### config.mk
export PLATFORM = sky130hd
export DESIGN_NAME = lru_page_replacement_core
export DESIGN_NICKNAME = d
export VERILOG_FILES = /design/src/rtl/lrupr_pkg.sv /design/src/rtl/lru_page_replacement_core.sv /design/src/rtl/lrupr_cell.sv
export SDC_FILE = /design/constraint.sdc
export NUM_CORES = 1
export LEC_CHECK = 0
export ABC_CLOCK_PERIOD_IN_PS = 9380
export BUFFER_PORTS_ARGS = -buffer_cell sky130_fd_sc_hd__buf_2
export CORE_MARGIN = 2
export CORE_UTILIZATION = 55
export DETAILED_ROUTE_END_ITERATION = 10
export PLACE_DENSITY = 0.71
export SLEW_MARGIN = 15
export SYNTH_ARGS = -nofsm -noshare
export SYNTH_HDL_FRONTEND = slang
export SYNTH_SLANG_ARGS = --single-unit
### constraint.sdc
create_clock -name clk -period 9.38 [get_ports clk]
set_input_delay 1.407 -clock clk [delete_from_list [all_inputs] [get_ports clk]]
set_output_delay 1.407 -clock clk [all_outputs]
set_load 0.02 [all_outputs]
### src/rtl/lrupr_pkg.sv
package lrupr_pkg;

  localparam int CAPACITY  = 16;
  localparam int PAGE_BITS = 32;
  localparam int IDX_W     = (CAPACITY > 1) ? $clog2(CAPACITY) : 1;
  localparam int CNT_W     = $clog2(CAPACITY + 1);
  localparam int CFG_W     = 5;
  localparam int OUT_W     = 32;

  localparam logic [CFG_W-1:0] CFG_RESET = CFG_W'(16);
  localparam logic [OUT_W-1:0] HIT_MAX   = {OUT_W{1'b1}};

  typedef logic [PAGE_BITS-1:0] page_t;

  // per-cell control from the top level
  typedef struct packed {
    logic load;       // request accepted this cycle
    logic hit;        // request found somewhere in the row
    logic in_window;  // cell lies inside the frame limit
    logic valid;      // cell holds a resident page
  } cell_ctl_t;

endpackage

### src/rtl/lru_page_replacement_core.sv
// Fully associative LRU page store. Each request carries a page number; the
// page is looked up among the resident pages, which sit in a row of cells in
// recency order (cell 0 most recent). A hit moves the page to the front and
// bumps a saturating hit count; a miss inserts the page at the front and, when
// the frame limit is already full, evicts and reports the least recent page.
// One request is taken every clock cycle: busy is held low, and the result
// appears on the out_ ports, marked by out_valid, in the cycle after start.
// The rate rests on the compare-and-shift across the cell row, done combinationally.
// The receiver cannot stall, so every result must be taken in its one cycle.
// cfg_wr_data sets the frame limit (0 acts as 1, above 16 acts as 16); lower
// it only while idle. Lowering it silently drops the surplus least recent
// pages at the next request; only a normal replacement eviction is reported.
module lru_page_replacement_core
  import lrupr_pkg::*;
(
  input  logic             clk,
  input  logic             rst_n,
  input  logic             start,
  output logic             busy,
  input  logic [31:0]      in_page_number,
  input  logic             cfg_wr_en,
  input  logic [CFG_W-1:0] cfg_wr_data,
  output logic             out_valid,
  output logic             out_is_hit,
  output logic             out_evicted_valid,
  output logic [31:0]      out_evicted_page,
  output logic [31:0]      out_hit_total
);

  logic [CFG_W-1:0] limit_cfg_r;
  logic [CNT_W-1:0] count_r, count_nxt;
  logic [OUT_W-1:0] hit_cnt_r, hit_cnt_nxt;
  logic             ov_r, ov_nxt;
  logic             hit_r, hit_nxt;
  logic             evv_r, evv_nxt;
  logic [31:0]      evp_r, evp_nxt;

  logic             accept;
  page_t            req_page;
  logic [CNT_W-1:0] limit;
  logic [CNT_W-1:0] eff_count;
  logic             hit;
  logic             full;
  page_t            evict_pg;

  page_t            cell_page [CAPACITY];
  logic             above     [CAPACITY+1];
  cell_ctl_t        ctl       [CAPACITY];

  // never stalls: one request per cycle
  assign busy   = 1'b0;
  assign accept = start && !busy;

  // take only the low PAGE_BITS of the request
  assign req_page = PAGE_BITS'(in_page_number);

  // clamp the frame limit into 1..CAPACITY
  always_comb begin
    if (limit_cfg_r == '0) begin
      limit = CNT_W'(1);
    end else if (32'(limit_cfg_r) > CAPACITY) begin
      limit = CNT_W'(CAPACITY);
    end else begin
      limit = CNT_W'(limit_cfg_r);
    end
  end

  // drop resident pages beyond a lowered limit
  assign eff_count = (count_r > limit) ? limit : count_r;

  // cell row: the request page enters cell 0, the match chain ripples down
  assign above[0] = 1'b0;

  for (genvar i = 0; i < CAPACITY; i++) begin : g_cell
    assign ctl[i].load      = accept;
    assign ctl[i].hit       = hit;
    assign ctl[i].in_window = (CNT_W'(i) < limit);
    assign ctl[i].valid     = (CNT_W'(i) < eff_count);

    lrupr_cell u_cell (
      .clk       (clk),
      .ctl       (ctl[i]),
      .req_page  (req_page),
      .nb_page   ((i == 0) ? req_page : cell_page[(i == 0) ? 0 : i-1]),
      .above_in  (above[i]),
      .above_out (above[i+1]),
      .page      (cell_page[i])
    );
  end

  assign hit  = above[CAPACITY];
  assign full = (eff_count >= limit);

  // least recent page inside the window
  assign evict_pg = cell_page[IDX_W'(limit - CNT_W'(1))];

  always_comb begin
    count_nxt   = count_r;
    hit_cnt_nxt = hit_cnt_r;
    ov_nxt      = accept;
    hit_nxt     = hit_r;
    evv_nxt     = evv_r;
    evp_nxt     = evp_r;
    if (accept) begin
      hit_nxt = hit;
      evv_nxt = 1'b0;
      evp_nxt = '0;
      if (hit) begin
        count_nxt = eff_count;
        if (hit_cnt_r != HIT_MAX) begin
          hit_cnt_nxt = hit_cnt_r + OUT_W'(1);
        end
      end else if (full) begin
        // replace the least recent page and report it
        count_nxt = eff_count;
        evv_nxt   = 1'b1;
        evp_nxt   = 32'(evict_pg);
      end else begin
        count_nxt = eff_count + CNT_W'(1);
      end
    end
  end

  always_ff @(posedge clk) begin
    if (!rst_n) begin
      limit_cfg_r <= CFG_RESET;
      count_r     <= '0;
      hit_cnt_r   <= '0;
      ov_r        <= 1'b0;
    end else begin
      if (cfg_wr_en) begin
        limit_cfg_r <= cfg_wr_data;
      end
      count_r   <= count_nxt;
      hit_cnt_r <= hit_cnt_nxt;
      ov_r      <= ov_nxt;
    end
  end

  // result payload: no reset needed
  always_ff @(posedge clk) begin
    hit_r <= hit_nxt;
    evv_r <= evv_nxt;
    evp_r <= evp_nxt;
  end

  assign out_valid         = ov_r;
  assign out_is_hit        = hit_r;
  assign out_evicted_valid = evv_r;
  assign out_evicted_page  = evp_r;
  assign out_hit_total     = hit_cnt_r;

  // a result never claims both a hit and an eviction
  a_hit_no_evict: assert property (@(posedge clk) disable iff (!rst_n)
    out_valid |-> !(out_is_hit && out_evicted_valid))
    else $error("hit result also reports an eviction");

  // without an eviction the reported page is zero
  a_evict_zero: assert property (@(posedge clk) disable iff (!rst_n)
    (out_valid && !out_evicted_valid) |-> (out_evicted_page == '0))
    else $error("evicted page set without eviction");

  // resident count never exceeds the limit in force at the request
  a_count_limit: assert property (@(posedge clk) disable iff (!rst_n)
    $past(accept && rst_n) |-> (count_r <= $past(limit)))
    else $error("resident count above frame limit");

  // the hit total moves only on a hit
  a_hit_count: assert property (@(posedge clk) disable iff (!rst_n)
    (out_valid && !out_is_hit && $past(rst_n)) |-> $stable(hit_cnt_r))
    else $error("hit total changed on a miss");

endmodule

### src/rtl/lrupr_cell.sv
module lrupr_cell
  import lrupr_pkg::*;
(
  input  logic      clk,
  input  cell_ctl_t ctl,
  input  page_t     req_page,
  input  page_t     nb_page,     // page of the next more recent cell
  input  logic      above_in,    // a more recent cell matched
  output logic      above_out,
  output page_t     page
);

  page_t page_r;
  page_t page_nxt;
  logic  match;
  logic  shift;

  assign match     = ctl.valid && (page_r == req_page);
  assign above_out = above_in || match;

  // on a hit, shift down to and including the matching cell; on a miss,
  // shift the whole window so the last frame drops out
  assign shift = ctl.load && (ctl.hit ? !above_in : ctl.in_window);

  always_comb begin
    page_nxt = page_r;
    if (shift) begin
      page_nxt = nb_page;
    end
  end

  always_ff @(posedge clk) begin
    page_r <= page_nxt;
  end

  assign page = page_r;

endmodule

==> results.yml <==
pwr:
  max-vdd-ir-drop_v: 0.000174
  p_per_area_mw_per_mm2: 216
  leakagePower_nw: 10.8
  finalPower_mw: 7.11
placed_design:
  portBuffers: 107
  placedCellCount: 2812
  globalplace.congestion: 0.989
  dpl.hpwl_um: 66700
synth:
  synth_top_area_share_pct: 55.1
  syn-num-nets: 2186
  synthArstFlopShare_pct: 0
  yosys.area.top_type: "edfxtp_1"
  netlist_area_sq_mm: 0.0297
  synth_warnings: 0
  ys_seq_elements: 589
  synthDistinctLibCells: 68
  synth.avg_cell_area_sq_um: 14.0
  yosysSeqAreaShare_pct: 58.0
  synth-edff-count: 546
  synth_cells: 2132
  synthFlopType: "edfxtp_1"
  synth_area_leaders: "edfxtp_1 55%, xnor2_1 12%, mux4_2 9.7%, xor2_1 3.8%, dfxtp_1 2.9%"
timing:
  period_needed_ns: 6.33
  slew_violations: 0
  skew_ns: 0.0231
  relSlewSlack_pct: 17.2
  setup_viol: 0
  finalCritPeriodShare_pct: 67.5
  hold_viol_final: 0
  worst_pin_slew_ns: 1.24
  finalSetupTns_ns: 0
  rsz0062_at_grt: "false"
  timing.fmax_mhz: 158
  fin_hold_ws_ns: 0.489
clock_network:
  cts-resized-gates: 0
  clkTransAtPathRegs_ns: 0.06
  post_cts_buffers: 0
  ctsLongestPathBuffers: 3
  clock_latency_ns: 0.62
  h-tree-depth: 3
  cts_sinks: 589
  cts_tree: "yes"
  cts_buffers: 66
  cts_root_buffer: "clkbuf_16"
  cts_hold_buf: 0
global_routing:
  grt_pass1_vias: 19000
  gr-max-usage-layer: "met2"
  grt_max_degree: 95
  grt_pass1_wl_um: 131000
  grt_use_met1_pct: 43.5
  grt-ovfl-total: 0
  antenna_found_initial: 6
  grtUsageMet3_pct: 5.48
  use_met2_pct: 51.3
  grt_use_total_pct: 32.6
drt:
  wl_per_cell_um: 31.1
  routed-via-count: 19500
  drtIter0Drc: 2724
  drt-total-wl_um: 91000
  ant_nets: 0
  drtPass1Iterations: 6
  drc_errors: 0
  viasPerCell: 6.65
worst_setup_path:
  cp-start-kind: "flip-flop"
  rr_worst_depth: 14
  reg2reg_from: "limit_cfg_r[3]"
  path_class: "flip-flop to flip-flop"
  r2r_end: "g_cell[6].u_cell.page[14]"
  worstPathRequired_ns: 9.60
  critPathMaxFanout: 32
  cp-end-kind: "flip-flop"
  r2r_slack_ns: 3.05
  cp.arrival_ns: 6.55
die:
  start_util_pct: 55.5
  dieArea_sq_mm: 0.0560
  fp.dieW_um: 237
  coreArea_sq_mm: 0.0536
  chipHeight_um: 237
  rows: 85
  boundaryPins: 109
cells_and_area:
  seq_area_sq_mm: 0.0173
  final_nets: 2239
  antenna_cells: 0
  fillCellCount: 4066
  final_cell_mix: "546 x edfxtp_1, 391 x xnor2_1, 170 x nand2_1, 129 x xor2_1, 128 x mux4_2"
  final_common_cell: "edfxtp_1"
  multi_input_comb_area_sq_mm: 0.0120
  finalNonFillerCells: 2929
  layout-drive-gt1-share_pct: 17.0
  area_delta_synth_final_pct: 10.5
hold_path:
  min-delay-start: "g_cell[2].u_cell.page[5]"
  hold_path_class: "flip-flop to flip-flop"
  hold_path_end: "g_cell[3].u_cell.page[5]"
  hold_depth: 0
outcome:
  status: "finished, final reports clean"
run:
  maxCapViolCount: 0
==> how the worst max path moves through the flow <==
| stage | cells after the start | start | to |
|---|---|---|---|
| global route | 14 | limit_cfg_r[3] | out_hit_total[8] |
| global placement | 14 | limit_cfg_r[3] | g_cell[6].u_cell.page[16] |
| CTS | 14 | limit_cfg_r[4] | g_cell[6].u_cell.page[14] |
| finish | 14 | limit_cfg_r[3] | g_cell[6].u_cell.page[14] |
| detailed placement | 14 | limit_cfg_r[4] | g_cell[6].u_cell.page[16] |
| floorplan | 15 | limit_cfg_r[4] | g_cell[14].u_cell.page[0] |
==> final cells by class <==
cell class	instances	area share [%]
flip-flops and latches	589	52.5
multi-input cells	1380	36.4
clock buffers	79	5.20
well taps	696	2.65
repair buffers	125	2.15
clock inverters	37	0.834
inverters	23	0.278
==> cell usage after synthesis, types with 39 or more instances <==
master	n
a21oi_1	39
buf_2	68
clkbuf_1	56
dfxtp_1	43
edfxtp_1	546
mux4_2	128
nand2_1	170
nand3_1	51
nand4_1	109
nor4_1	62
xnor2_1	392
xor2_1	130
==> cells by family (layout without fill, tap and decap cells) <==
family	Yosys count	in the layout	synth area share, %
simple gates	579	579	10.6
fa+ha+maj	13	13	0.547
flops	589	589	58.0
buf+inv	163	264	2.49
mux	145	145	10.3
xor+xnor	522	522	15.4
compound gates	120	120	2.73
other cells	1	1	0.0126
==> layer usage <==
metal,part of all wire (%),wire length [um]
met1,38,34300
met2,47,42800
met3,8.7,7940
met4,6.6,6000
met5,0.029,26
==> critical path, cell delays in order (launching register included) <==
cell,delay (ns)
dfxtp_1,0.70
nor2b_1,0.59
inv_1,0.22
ha_1,0.35
o211a_1,0.17
o31a_4,0.14
o21ai_4,0.54
mux2i_2,0.39
inv_2,0.11
or3_1,0.39
a32o_1,0.31
or2_4,0.29
or3_1,0.50
nor3_4,0.68
a21oi_4,0.49
==> stage by stage <==
step                area (sq um)  utilization, %  worst slack [ns]
floorplan                  29700               -              2.83
global placement           30900            57.6              3.26
detailed placement         30900            57.6              3.15
CTS                        32800            61.3              3.12
global route               32900            61.3              2.71
finish                     32900            61.3              3.05
==> power breakdown <==
part	internal, mW	switching (mW)
registers	3.15	0.189
logic	0.483	0.850
clock network	1.34	1.09
==> registers in the layout, indices dropped and copies added, names as in the netlist <==
| name | cells |
|---|---|
| g_cell.u_cell.page | 512 |
| out_evicted_page | 32 |
| out_hit_total | 32 |
| count_r | 5 |
| limit_cfg_r | 5 |
| out_evicted_valid | 1 |
| out_is_hit | 1 |
| out_valid | 1 |
Note: power is estimated with default switching activity, not from simulation.
